[src/rtl/core/cdn_pkg.sv]
package cdn_pkg;

  // Operation select codes
  localparam logic [2:0] FN_DATE_TO_ABS = 3'd0;
  localparam logic [2:0] FN_ABS_TO_DATE = 3'd1;
  localparam logic [2:0] FN_YEAR_DAY    = 3'd2;
  localparam logic [2:0] FN_MONTH_LEN   = 3'd3;
  localparam logic [2:0] FN_YDAY_TO_DM  = 3'd4;

  // Last supported absolute day: 29 February 10000
  localparam logic [21:0] MAX_ABS = 22'd3652424;

  localparam logic [21:0] DAYS_PER_400Y = 22'd146097;
  localparam logic [17:0] DAYS_PER_100Y = 18'd36524;
  localparam logic [21:0] DAYS_PER_4Y   = 22'd1461;
  localparam logic [11:0] DAYS_PER_Y    = 12'd365;

  // floor(2^24 / 1461), quotient estimate is exact or one low
  localparam logic [35:0] RECIP_4Y = 36'd11483;

  typedef struct packed {
    logic [2:0]  func;
    logic [4:0]  day;
    logic [3:0]  month;
    logic [13:0] year;
    logic [21:0] abs_day;
    logic [8:0]  day_of_year;
  } cdn_in_t;

  typedef struct packed {
    logic [21:0] abs_day_out;
    logic [4:0]  day_out;
    logic [3:0]  month_out;
    logic [13:0] year_out;
    logic [8:0]  year_day_out;
    logic [4:0]  month_length;
    logic        out_of_range;
  } cdn_out_t;

  // x / 100 for x below 25600, by reciprocal multiply
  function automatic logic [7:0] div100(input logic [14:0] x);
    logic [27:0] p;
    p = 28'(x) * 28'd5243;
    return p[26:19];
  endfunction

  function automatic logic [4:0] month_days(input logic [3:0] m, input logic leap);
    logic [4:0] n;
    n = 5'd31;
    if (m inside {4'd4, 4'd6, 4'd9, 4'd11}) begin
      n = 5'd30;
    end else if (m == 4'd2) begin
      n = leap ? 5'd29 : 5'd28;
    end
    return n;
  endfunction

  // (489 * m) / 16
  function automatic logic [8:0] month_offset(input logic [3:0] m);
    logic [8:0] n;
    case (m)
      4'd1:    n = 9'd30;
      4'd2:    n = 9'd61;
      4'd3:    n = 9'd91;
      4'd4:    n = 9'd122;
      4'd5:    n = 9'd152;
      4'd6:    n = 9'd183;
      4'd7:    n = 9'd213;
      4'd8:    n = 9'd244;
      4'd9:    n = 9'd275;
      4'd10:   n = 9'd305;
      4'd11:   n = 9'd336;
      4'd12:   n = 9'd366;
      default: n = 9'd0;
    endcase
    return n;
  endfunction

endpackage

[src/rtl/core/cdn_if.sv]
interface cdn_in_if import cdn_pkg::*; ();
  logic    valid;
  logic    ready;
  cdn_in_t data;

  modport source (output valid, output data, input ready);
  modport sink   (input valid, input data, output ready);
endinterface

interface cdn_out_if import cdn_pkg::*; ();
  logic     valid;
  logic     ready;
  cdn_out_t data;

  modport source (output valid, output data, input ready);
  modport sink   (input valid, input data, output ready);
endinterface

[src/rtl/core/cdn_split.sv]
// Day offset from 1 March (0..365) to day of month and month.
module cdn_split (
  input  logic [8:0] id,
  output logic [4:0] day,
  output logic [3:0] month
);

  logic [9:0]  a;
  logic [12:0] ge;
  logic [3:0]  b;
  logic [9:0]  rem;
  logic [3:0]  bm;

  always_comb begin
    // Pad every 153-day block by 30 days so months fall on steps of 30.5
    if (id >= 9'd306) begin
      a = {id, 1'b0} + 10'd120;
    end else if (id >= 9'd153) begin
      a = {id, 1'b0} + 10'd60;
    end else begin
      a = {id, 1'b0};
    end
    for (int j = 0; j < 13; j++) begin
      ge[j] = a >= 10'(61 * (j + 1));
    end
    b   = 4'($countones(ge));
    rem = a - 10'(b) * 10'd61;
    day = 5'(rem[5:1]) + 5'd1;
    if (b >= 4'd12) begin
      bm = b - 4'd2 + 4'd2;
    end else if (b >= 4'd6) begin
      bm = b - 4'd1 + 4'd2;
    end else begin
      bm = b + 4'd2;
    end
    if (bm >= 4'd12) begin
      bm = bm - 4'd12;
    end
    month = bm + 4'd1;
  end

endmodule

[src/rtl/core/calendar_day_number_convert.sv]
// Proleptic Gregorian converter, day 0 = 1 March of year 0. Eight register
// stages, the last being the output register; one beat is taken every cycle
// while out_ch.ready is high. Each stage has its own valid bit and advances
// when it is empty or the stage after it moves, so a stall at the output
// fills the bubbles first and in_ch.ready drops only when all eight stages
// hold data. The divides by 146097, 36524, 365 and 61 are done by parallel
// threshold compares, by 100 and 1461 by reciprocal multiplies, the latter
// with a one-step correction in its own stage.
module calendar_day_number_convert import cdn_pkg::*; (
  input  logic      clk,
  input  logic      rst_n,
  cdn_in_if.sink    in_ch,
  cdn_out_if.source out_ch
);

  typedef struct packed {
    logic [2:0]  func;
    logic [4:0]  day;
    logic [3:0]  month;
    logic [13:0] year;
    logic        b;
    logic        month_ok;
    logic [21:0] ad;
    logic        ad_bad;
    logic [4:0]  q400;
    logic [8:0]  rd;
    logic [7:0]  qa;
    logic [7:0]  qy;
    logic [7:0]  q100;
  } s1_t;

  typedef struct packed {
    logic [2:0]  func;
    logic        month_ok;
    logic        day_ok;
    logic [4:0]  mlen;
    logic [23:0] abs_pos;
    logic [8:0]  abs_neg;
    logic [8:0]  yday;
    logic [21:0] ad;
    logic        ad_bad;
    logic [4:0]  q400;
    logic [17:0] r400;
    logic        rd_ok;
    logic [8:0]  yday_idx;
  } s2_t;

  typedef struct packed {
    logic [2:0]  func;
    cdn_out_t    res;
    logic [8:0]  yday_idx;
    logic [21:0] d1;
    logic [11:0] q;
    logic [11:0] r;
    logic [8:0]  id;
    logic [13:0] yr;
  } work_t;

  logic [7:0] vld_r;
  logic [7:0] adv;

  s1_t      s1_r, s1_nxt;
  s2_t      s2_r, s2_nxt;
  work_t    w3_r, w3_nxt;
  work_t    w4_r, w4_nxt;
  work_t    w5_r, w5_nxt;
  work_t    w6_r, w6_nxt;
  work_t    w7_r, w7_nxt;
  cdn_out_t out_r, out_nxt;

  logic [4:0]  split_day;
  logic [3:0]  split_month;

  // Stage control
  always_comb begin
    adv[7] = !vld_r[7] || out_ch.ready;
    adv[6] = !vld_r[6] || adv[7];
    adv[5] = !vld_r[5] || adv[6];
    adv[4] = !vld_r[4] || adv[5];
    adv[3] = !vld_r[3] || adv[4];
    adv[2] = !vld_r[2] || adv[3];
    adv[1] = !vld_r[1] || adv[2];
    adv[0] = !vld_r[0] || adv[1];
  end

  assign in_ch.ready  = adv[0];
  assign out_ch.valid = vld_r[7];
  assign out_ch.data  = out_r;

  always_ff @(posedge clk) begin
    if (!rst_n) begin
      vld_r <= '0;
    end else begin
      vld_r <= (vld_r & ~adv) | (adv & {vld_r[6:0], in_ch.valid});
    end
  end

  // Stage 1: quotients by 100 and by 146097
  always_comb begin
    logic [23:0] ge400;
    s1_nxt.func     = in_ch.data.func;
    s1_nxt.day      = in_ch.data.day;
    s1_nxt.month    = in_ch.data.month;
    s1_nxt.year     = in_ch.data.year;
    s1_nxt.b        = in_ch.data.month >= 4'd3;
    s1_nxt.month_ok = (in_ch.data.month != 4'd0) && (in_ch.data.month <= 4'd12);
    s1_nxt.ad       = in_ch.data.abs_day;
    s1_nxt.ad_bad   = in_ch.data.abs_day > MAX_ABS;
    s1_nxt.rd       = in_ch.data.day_of_year;
    for (int k = 0; k < 24; k++) begin
      ge400[k] = in_ch.data.abs_day >= 22'((k + 1) * 146097);
    end
    s1_nxt.q400 = 5'($countones(ge400));
    s1_nxt.qa   = div100({1'b0, in_ch.data.year} + {14'b0, s1_nxt.b} + 15'd99);
    s1_nxt.qy   = div100({1'b0, in_ch.data.year} + 15'd99);
    s1_nxt.q100 = div100({1'b0, in_ch.data.year});
  end

  // Stage 2: leap year, month length, day number terms, era remainder
  always_comb begin
    logic        leap;
    logic        nd4;
    logic [8:0]  c489;
    logic [9:0]  t_a;
    logic [9:0]  t_y;
    logic [9:0]  pos2;
    logic [9:0]  neg2;
    logic [8:0]  ylen;
    logic [9:0]  idx;
    nd4  = s1_r.year[1:0] != 2'b00;
    leap = !nd4 && ((s1_r.year != 14'(s1_r.q100) * 14'd100) || (s1_r.q100[1:0] == 2'b00));
    c489 = month_offset(s1_r.month);
    t_a  = {2'b0, s1_r.qa} + {1'b0, s1_r.qa, 1'b0};
    t_y  = {2'b0, s1_r.qy} + {1'b0, s1_r.qy, 1'b0};

    s2_nxt.func     = s1_r.func;
    s2_nxt.month_ok = s1_r.month_ok;
    s2_nxt.mlen     = month_days(s1_r.month, leap);
    s2_nxt.day_ok   = (s1_r.day != 5'd0) && (s1_r.day <= s2_nxt.mlen);

    s2_nxt.abs_pos = 24'(s1_r.year) * 24'd365 + 24'(s1_r.day)
                   + 24'(({1'b0, s1_r.year} + {14'b0, s1_r.b} + 15'd3) >> 2)
                   + 24'(c489);
    s2_nxt.abs_neg = {7'b0, s1_r.b, 1'b0} + 9'(t_a >> 2) + 9'd91;

    pos2 = {5'b0, s1_r.day} + {1'b0, c489} + (t_y >> 2);
    neg2 = (s1_r.b ? (nd4 ? 10'd2 : 10'd1) : 10'd0) + (t_a >> 2) + 10'd30;
    s2_nxt.yday = 9'(pos2 - neg2);

    ylen         = leap ? 9'd366 : 9'd365;
    s2_nxt.rd_ok = (s1_r.rd != 9'd0) && (s1_r.rd <= ylen);
    idx          = {1'b0, s1_r.rd} + 10'd305;
    if (idx >= {1'b0, ylen}) begin
      idx = idx - {1'b0, ylen};
    end
    s2_nxt.yday_idx = idx[8:0];

    s2_nxt.ad     = s1_r.ad;
    s2_nxt.ad_bad = s1_r.ad_bad;
    s2_nxt.q400   = s1_r.q400;
    s2_nxt.r400   = 18'(s1_r.ad - 22'(s1_r.q400) * DAYS_PER_400Y);
  end

  // Stage 3: range checks, finished fields, shifted day count
  always_comb begin
    logic [3:0]  ge100;
    logic [2:0]  q1;
    logic [23:0] n;
    logic        bad;
    n   = s2_r.abs_pos - 24'(s2_r.abs_neg);
    bad = 1'b0;
    w3_nxt          = '0;
    w3_nxt.func     = s2_r.func;
    w3_nxt.yday_idx = s2_r.yday_idx;
    case (s2_r.func)
      FN_DATE_TO_ABS: begin
        bad = !s2_r.month_ok || !s2_r.day_ok || (s2_r.abs_pos < 24'(s2_r.abs_neg))
              || (n > 24'(MAX_ABS));
        w3_nxt.res.abs_day_out = n[21:0];
      end
      FN_ABS_TO_DATE: bad = s2_r.ad_bad;
      FN_YEAR_DAY: begin
        bad = !s2_r.month_ok || !s2_r.day_ok;
        w3_nxt.res.year_day_out = s2_r.yday;
      end
      FN_MONTH_LEN: begin
        bad = !s2_r.month_ok;
        w3_nxt.res.month_length = s2_r.mlen;
      end
      FN_YDAY_TO_DM: bad = !s2_r.rd_ok;
      default:       bad = 1'b1;
    endcase
    if (bad) begin
      w3_nxt.res              = '0;
      w3_nxt.res.out_of_range = 1'b1;
    end

    for (int k = 0; k < 4; k++) begin
      ge100[k] = s2_r.r400 >= 18'((k + 1) * DAYS_PER_100Y);
    end
    q1 = 3'($countones(ge100));
    // Drop the fourth century step: it lands on the leap day of year 400
    w3_nxt.d1 = s2_r.ad + {16'b0, s2_r.q400, 1'b0} + {17'b0, s2_r.q400} + {19'b0, q1}
              - {21'b0, q1 == 3'd4};
  end

  // Stage 4: estimate d1 / 1461
  always_comb begin
    logic [35:0] prod;
    w4_nxt   = w3_r;
    prod     = 36'(w3_r.d1) * RECIP_4Y;
    w4_nxt.q = prod[35:24];
  end

  // Stage 5: remainder against the estimate
  always_comb begin
    logic [21:0] rr;
    w5_nxt   = w4_r;
    rr       = w4_r.d1 - 22'(w4_r.q) * DAYS_PER_4Y;
    w5_nxt.r = rr[11:0];
  end

  // Stage 6: correct an estimate that came out one low
  always_comb begin
    w6_nxt = w5_r;
    if (w5_r.r >= 12'(DAYS_PER_4Y)) begin
      w6_nxt.q = w5_r.q + 12'd1;
      w6_nxt.r = w5_r.r - 12'(DAYS_PER_4Y);
    end
  end

  // Stage 7: year within the 4-year block and day since 1 March
  always_comb begin
    logic [3:0] ge1;
    logic [2:0] q2;
    logic [1:0] q2p;
    w7_nxt = w6_r;
    for (int k = 0; k < 4; k++) begin
      ge1[k] = w6_r.r >= 12'((k + 1) * 365);
    end
    q2        = 3'($countones(ge1));
    q2p       = (q2 == 3'd4) ? 2'd3 : q2[1:0];
    w7_nxt.yr = {w6_r.q, 2'b00} + {12'b0, q2p};
    if (w6_r.func == FN_YDAY_TO_DM) begin
      w7_nxt.id = w6_r.yday_idx;
    end else begin
      w7_nxt.id = 9'(w6_r.r - 12'(q2p) * DAYS_PER_Y);
    end
  end

  cdn_split u_split (
    .id    (w7_r.id),
    .day   (split_day),
    .month (split_month)
  );

  // Stage 8: output register
  always_comb begin
    out_nxt = w7_r.res;
    if (!w7_r.res.out_of_range) begin
      if (w7_r.func == FN_ABS_TO_DATE) begin
        out_nxt.day_out   = split_day;
        out_nxt.month_out = split_month;
        // Jan and Feb belong to the next calendar year
        out_nxt.year_out  = w7_r.yr + {13'b0, w7_r.id >= 9'd306};
      end else if (w7_r.func == FN_YDAY_TO_DM) begin
        out_nxt.day_out   = split_day;
        out_nxt.month_out = split_month;
      end
    end
  end

  always_ff @(posedge clk) begin
    if (adv[0]) s1_r  <= s1_nxt;
    if (adv[1]) s2_r  <= s2_nxt;
    if (adv[2]) w3_r  <= w3_nxt;
    if (adv[3]) w4_r  <= w4_nxt;
    if (adv[4]) w5_r  <= w5_nxt;
    if (adv[5]) w6_r  <= w6_nxt;
    if (adv[6]) w7_r  <= w7_nxt;
    if (adv[7]) out_r <= out_nxt;
  end

endmodule
[src/flat_wrapper.sv]
// flat-port wrapper written by rule: the top's interface ports become plain ports
module calendar_day_number_convert_flat import cdn_pkg::*;
  (clk, rst_n, in_ch_valid, in_ch_data, in_ch_ready, out_ch_valid, out_ch_data, out_ch_ready);
  cdn_in_if in_ch_i ();
  cdn_out_if out_ch_i ();
  input  logic clk;
  input  logic rst_n;
  input wire logic [$bits(in_ch_i.valid)-1:0] in_ch_valid;
  input wire logic [$bits(in_ch_i.data)-1:0] in_ch_data;
  output wire logic [$bits(in_ch_i.ready)-1:0] in_ch_ready;
  output wire logic [$bits(out_ch_i.valid)-1:0] out_ch_valid;
  output wire logic [$bits(out_ch_i.data)-1:0] out_ch_data;
  input wire logic [$bits(out_ch_i.ready)-1:0] out_ch_ready;
  assign in_ch_i.valid = in_ch_valid;
  assign in_ch_i.data = in_ch_data;
  assign in_ch_ready = in_ch_i.ready;
  assign out_ch_valid = out_ch_i.valid;
  assign out_ch_data = out_ch_i.data;
  assign out_ch_i.ready = out_ch_ready;
  calendar_day_number_convert u_core (.clk(clk), .rst_n(rst_n), .in_ch(in_ch_i), .out_ch(out_ch_i));
endmodule
[config.mk]
export PLATFORM = sky130hd
export DESIGN_NAME = calendar_day_number_convert_flat
export DESIGN_NICKNAME = d
export VERILOG_FILES = /design/src/rtl/core/cdn_pkg.sv /design/src/rtl/core/cdn_if.sv /design/src/rtl/core/cdn_split.sv /design/src/rtl/core/calendar_day_number_convert.sv /design/src/flat_wrapper.sv
export SDC_FILE = /design/constraint.sdc
export NUM_CORES = 2
export LEC_CHECK = 0
export BUFFER_PORTS_ARGS = -buffer_cell sky130_fd_sc_hd__buf_2
export CAP_MARGIN = 20
export CORE_MARGIN = 2
export CORE_UTILIZATION = 55
export CTS_CLUSTER_SIZE = 25
export DETAILED_ROUTE_END_ITERATION = 16
export HOLD_SLACK_MARGIN = 0.05
export MAX_ROUTING_LAYER = met4
export PLACE_DENSITY = 0.68
export SYNTH_ARGS = -nofsm -noshare
export SYNTH_HDL_FRONTEND = slang
export SYNTH_SLANG_ARGS = --single-unit
[constraint.sdc]
create_clock -name clk -period 23.8 [get_ports clk]
set_input_delay 2.38 -clock clk [delete_from_list [all_inputs] [get_ports clk]]
set_output_delay 2.38 -clock clk [all_outputs]
set_load 0.05 [all_outputs]
Yosys cells after proc, flatten, opt, wreduce, memory -nomap -nowiden
Memory sizes are Yosys's and may differ from the RTL's. A register that Yosys moved wholly into a read port is not among the register bits.
Cells that the tools add are included.
{ "totals": {"reg_bits": 733, "rom_bits": 144, "in_bits": 61, "out_inout_bits": 62, "word_cells": 322, "memories": 1} }
{ "op_classes": {"addsub": 83, "n_mul": 10, "magnitude_cmp": 59, "eq_ne": 15, "mux": 22, "bitwise_logic": 7, "n_reduce_logical": 38} }
{ "mem_list": {"columns": ["memory", "words", "word_bits", "read_ports", "rd_clocked_by_memory_dff", "wr", "line", "rtl"], "rows": [
  ["(name not given)", 16, 9, 1, 1, 0, "cdn_pkg.sv:61", "case (m)"]
]} }
{ "ops": {"columns": ["operator", "count"], "rows": [
  ["$ge 22x22->1 const B", 10],
  ["$ge 22x21->1 const B", 7],
  ["$ge 22x20->1 const B", 4],
  ["$add 5x5->5", 11],
  ["$mul 15x13->27 const B", 2],
  ["$ge 10x10->1 const B", 5],
  ["$mux 9", 5],
  ["$add 1x1->2", 22],
  ["$ge 22x19->1 const B", 2],
  ["$ge 10x9->1 const B", 4],
  ["$ge 12x11->1 const B", 3],
  ["$ge 18x17->1 const B", 2],
  ["$mul 22x14->36 const B", 1],
  ["$add 14x1->15", 2],
  ["$mul 14x13->27 const B", 1],
  ["$sub 9x9->9", 3],
  ["$add 23x5->24", 1],
  ["$add 24x2->24 const B", 1],
  ["$add 24x22->24", 1],
  ["$add 24x9->24", 1],
  ["$gt 24x22->1 const B", 1],
  ["$lt 24x9->1", 1],
  ["$mux 24", 1],
  ["$sub 24x9->24", 1],
  ["other kinds (86)", 142]
]} }

Logic depth before layout (Yosys ltp)
{ "logic_depth": {"depth_word": 18, "mapped_depth": 35} }

Modules after synthesis
A second synthesis with hierarchy kept.
{ "hier_totals": {"hier_cells": 4717, "hier_area_um2": 53342.4} }
{ "modules_own_cells": {"columns": ["mod", "instances", "cells_per_inst", "area_per_inst_um2"], "rows": [
  ["calendar_day_number_convert", 1, 4490, 51660.8],
  ["cdn_split", 1, 227, 1681.6]
]} }

Worst setup path before layout
Ideal clock, no wire load.
{ "synth_path": {"path_type": "register -> register", "start": "reg u_core.w7_r[16] (netlist name)", "end": "reg u_core.out_r (netlist bit u_core.out_ch.data[37]) (data pin)", "setup_ps": 259, "arrival_time_ps": 8285, "required_ps": 23541, "setup_slack_ps": 15256, "path_stages_with_launch": 32, "n_path_buf": 0, "period_less_slack_ps": 8544, "cell_sequence": "edfxtp_1 inv_1 ha_1 nand2b_1 a31oi_1 o31ai_2 nand2_1 nand2_1 a32oi_1 nand3_1 xnor2_1 nand2_1 nor3_1 fa_1 inv_1 fa_1 fa_1 inv_1 fa_1 fa_1 fa_1 inv_1 ha_1 inv_1 fa_1 fa_1 ha_1 xor2_1 nand2_1 nor3_1 xnor3_1 nor2b_1"} }
{ "synth_via": {"elab_chain_cells": 14, "word_cells_on_any_way": 37, "cone_classes": "add/sub (16); mul (1); order compare (15); mux (5)"} }
{ "synth_rtl": {"columns": ["item", "line", "rtl"], "rows": [
  ["start: declaration", "calendar_day_number_convert.sv:68", "work_t w7_r, w7_nxt;"],
  ["start signal: assignment", "calendar_day_number_convert.sv:280", "if (adv[6]) w7_r <= w7_nxt;"],
  ["$add 10x6->10 / $ge 9x8->1 (equally long branches)", "cdn_split.sv:19, cdn_split.sv:18", null],
  ["$mux 10", "cdn_split.sv:18", "end else if (id >= 9'd153) begin"],
  ["$mux 10 (*)", "cdn_split.sv:16", "if (id >= 9'd306) begin"],
  ["$ge 10x6->1 (tied with other cells)", "cdn_split.sv:24", "ge[j] = a >= 10'(61 * (j + 1));"],
  ["$add 1x1->2 (implied by the code)", "cdn_split.sv:26", "b = 4'($countones(ge));"],
  ["$add 2x2->3 (implied by the code)", "cdn_split.sv:26", null],
  ["$add 3x3->4 (implied by the code) / $add 3x1->4 (equally long branches)", "cdn_split.sv:26", null],
  ["$add 4x4->4 (implied by the code)", "cdn_split.sv:26", null],
  ["$mul 4x6->6", "cdn_split.sv:27", "rem = a - 10'(b) * 10'd61;"],
  ["$sub 6x6->6 (*)", "cdn_split.sv:27", null],
  ["$add 5x1->5 (*)", "cdn_split.sv:28", "day = 5'(rem[5:1]) + 5'd1;"],
  ["$mux 9", "calendar_day_number_convert.sv:266", "end else if (w7_r.func == FN_YDAY_TO_DM) begin"],
  ["$mux 9 (*)", "calendar_day_number_convert.sv:261", "if (w7_r.func == FN_ABS_TO_DATE) begin"],
  ["$mux 23 (*)", "calendar_day_number_convert.sv:260", "if (!w7_r.res.out_of_range) begin"],
  ["end signal: assignment", "calendar_day_number_convert.sv:281", "if (adv[7]) out_r <= out_nxt;"],
  ["end: declaration", "calendar_day_number_convert.sv:69", "cdn_out_t out_r, out_nxt;"]
]} }
Mark *: on every way between the ends. The rest lies on a longest branch, timed or not.
A chain may end at the register's enable or synchronous reset.

Final worst setup path
Ends and elaborated chain as after synthesis.

==> results.ini <==
[place]
io_buffers=122
placed_area_sq_mm=0.0553
post-dp-hpwl_um=82100
gp_congestion=0.909

[synth]
synth_warnings=0
synth_seq_cells=610
ys_seq_area_share_pct=34.1
synth_edf_count=593
syn_area_per_cell_sq_um=11.3
synth_top_area_share_pct=33.4
synthDistinctLibCells=87
synth_top_cell_by_area=edfxtp_1
synth_cells=4694
synth_nets=6098
ys_top_cells_by_area=edfxtp_1 33%, ha_1 20%, fa_1 19%
syn_area_sq_mm=0.0533
synthFlopType=edfxtp_1
synthArstFlopShare_pct=0

[sta]
period_needed_ns=9.31
fin_setup_tns_ns=0
finalHoldViolCount=0
max_freq_mhz=107
max_slew_margin_pct=32.3
setup_viol=0
worst_pin_slew_ns=0.988
period_share_pct=39.1
slew_violations=0
rsz0062_at_grt=no
fin_skew_ns=0.0231

[clock_network]
cts_tree=built
cts_sinks=610
htreeDepth=3
worstSkewPairLatency_ns=0.62
cts_setup_buffers=0
cts.path.max_buffers=3
numCtsBuffers=67
ctsResizeCount=0
path_clk_slew_ns=0.06
ctsHoldBuffers=0
clockRootBuffer=clkbuf_16

[die]
num_rows=114
die_y_um=315
core_area_sq_mm=0.0963
dieArea_sq_mm=0.0994
initial_core_util_pct=55.3
ios=123
die_width_um=315

[setup_path]
critPathRequiredTime_ns=24.15
reg2reg_depth=31
crit_path_start_kind=flip-flop
crit_start=u_core.w7_r[16]
critPathKind=reg2reg
crit_path_frequent_cell=fa_1
crit_slowest_cell=fa_1
worst-path-max-fanout=8
setup.worst_path.end_class=flip-flop
arrival_ns=9.66
max_stage_delay_ns=0.68
crit_family=adder cells
timing.rr.end=u_core.out_ch.data[37]
r2r_setup_slack_ns=14.49
critPathBufInv=5
r2r-start=u_core.w7_r[16]

[layout]
drive_above_1_share_pct=6.18
area_growth_pct=7.94
nets=6244
final_area_sq_mm=0.0575

[global_routing]
grt_pass1_wl_um=167000
antenna_found_initial=2
grt_use_total_pct=21.6
grt-ovfl-total=0
grt_pass1_vias=33100
grt_max_degree=74

[route]
viasPerCell=5.23
drtIter0Drc=1650
drcViolationCount=0
drt-pass1-iter-count=5
ant_nets=0
drt_wl_total_um=99500
wire_per_inst_um=16.1
vias=32200

[min_path]
hp-start=u_core.w4_r[75]
hold_end=u_core.w5_r[75]
hold_depth=0
hold_path.class=reg2reg

[status]
status=finished clean

[flow_run]
drv_cap=0

how the worst max path moves through the flow:
stage	cells after the start	to	slack (ns)
after global routing	31	u_core.out_ch.data[37]	13.98
after CTS	31	u_core.out_ch.data[37]	14.52
after floorplan	31	u_core.out_ch.data[37]	15.26
after detailed placement	23	u_core.s1_r[15]	14.43
after global placement	23	u_core.s1_r[15]	14.49
final	31	u_core.out_ch.data[37]	14.49
registers in the layout, summed over array words and instances, names as in the netlist, named ones only:
| register | count |
|---|---|
| u_core.w7_r | 26 |
| u_core.w3_r | 69 |
| u_core.out_nxt | 35 |
| u_core.w6_r | 71 |
| u_core.s2_r | 103 |
| u_core.w4_r | 71 |
| u_core.out_ch.data | 58 |
| u_core.s1_r | 89 |
| u_core.w5_r | 71 |
area by class of cell:
class                           count  area (sq um)
Antenna cell                        1          2.50
Clock inverter                     38           435
Fill cell                        7921         38800
Multi-Input combinational cell   3006         31100
Tap cell                         1276          1600
Sequential cell                   610         18100
Inverter                         1023          3840
Timing Repair Buffer              132           686
Clock buffer                       78          1720
cell usage in the layout (no fill, tap or decap), types with 16 or more instances in the layout:
master and n:
inv_1 1018, a21oi_1 172, a31oi_1 21, or3_1 23, or2_2 17, o211ai_1 16
edfxtp_1 593, nor2_1 172, nor2b_1 40, o21a_1 28, nand2b_1 43, nor4_1 17
nand2_1 178, nor3_1 55, clkbuf_16 67, and3_1 29, buf_2 122, nand4_1 26
xnor2_1 223, a21o_1 55, a211oi_1 22, o21bai_1 29, nand3_1 69, xor2_1 92
o21ai_0 120, fa_1 507, ha_1 836, and2_1 18, nor2_2 16, dfxtp_1 17
routing by layer:
layer	track usage [%]	part of all wire, %	routed length, um
met5	-	0	0
met4	5.37	2.0	1990
met3	2.10	3.5	3490
met2	37.0	50	50000
met1	27.6	44	44000
cell usage after synthesis, types with 40 or more instances:
master    number
nand2_1      181
edfxtp_1     593
clkbuf_1      47
nand3_1       70
ha_1         836
nor3_1        55
xnor2_1      223
nand2b_1      43
o21ai_0      120
inv_1       1022
nor2b_1       40
xor2_1        92
nor2_1       172
a21oi_1      172
a21o_1        55
fa_1         507
worst register-to-register path: cells and delay by family (launching register included):
family	cells	cell delay, ns
adder cells (fa/ha/maj)	11	5.06
AND/OR/NAND/NOR	7	1.05
AO/OA/AOI/OAI	4	0.76
XOR/XNOR	3	0.72
multiplexers	1	0.60
buffers and inverters	5	0.49
flip-flops	1	0.39
metrics by stage:
step	setup slack (ns)	util (%)	instances	hold WS [ns]
after global placement	14.49	57.5	6047	0.400
after floorplan	15.26	-	4694	0.400
final	14.49	59.7	6164	0.410
after global routing	13.98	59.7	6163	0.421
after CTS	14.52	59.7	6163	0.413
after detailed placement	14.43	57.5	6047	0.405
cell families (layout without fill, tap and decap cells):
logic type	Yosys count	in the layout	synth area share, %
adders and majority gates	1343	1343	38.7
buffers and inverters	1078	1271	7.64
and+or+nand+nor	754	754	7.10
DFF	610	610	34.1
AOI/OAI and AO/OA	577	577	6.97
xor gates and xnor gates	316	316	5.22
muxes	15	15	0.301
other	1	2	0.00704
Power is left out: the tool's default activity adds up to more than one toggle a clock period on the data nets, which glitch-free logic cannot reach.
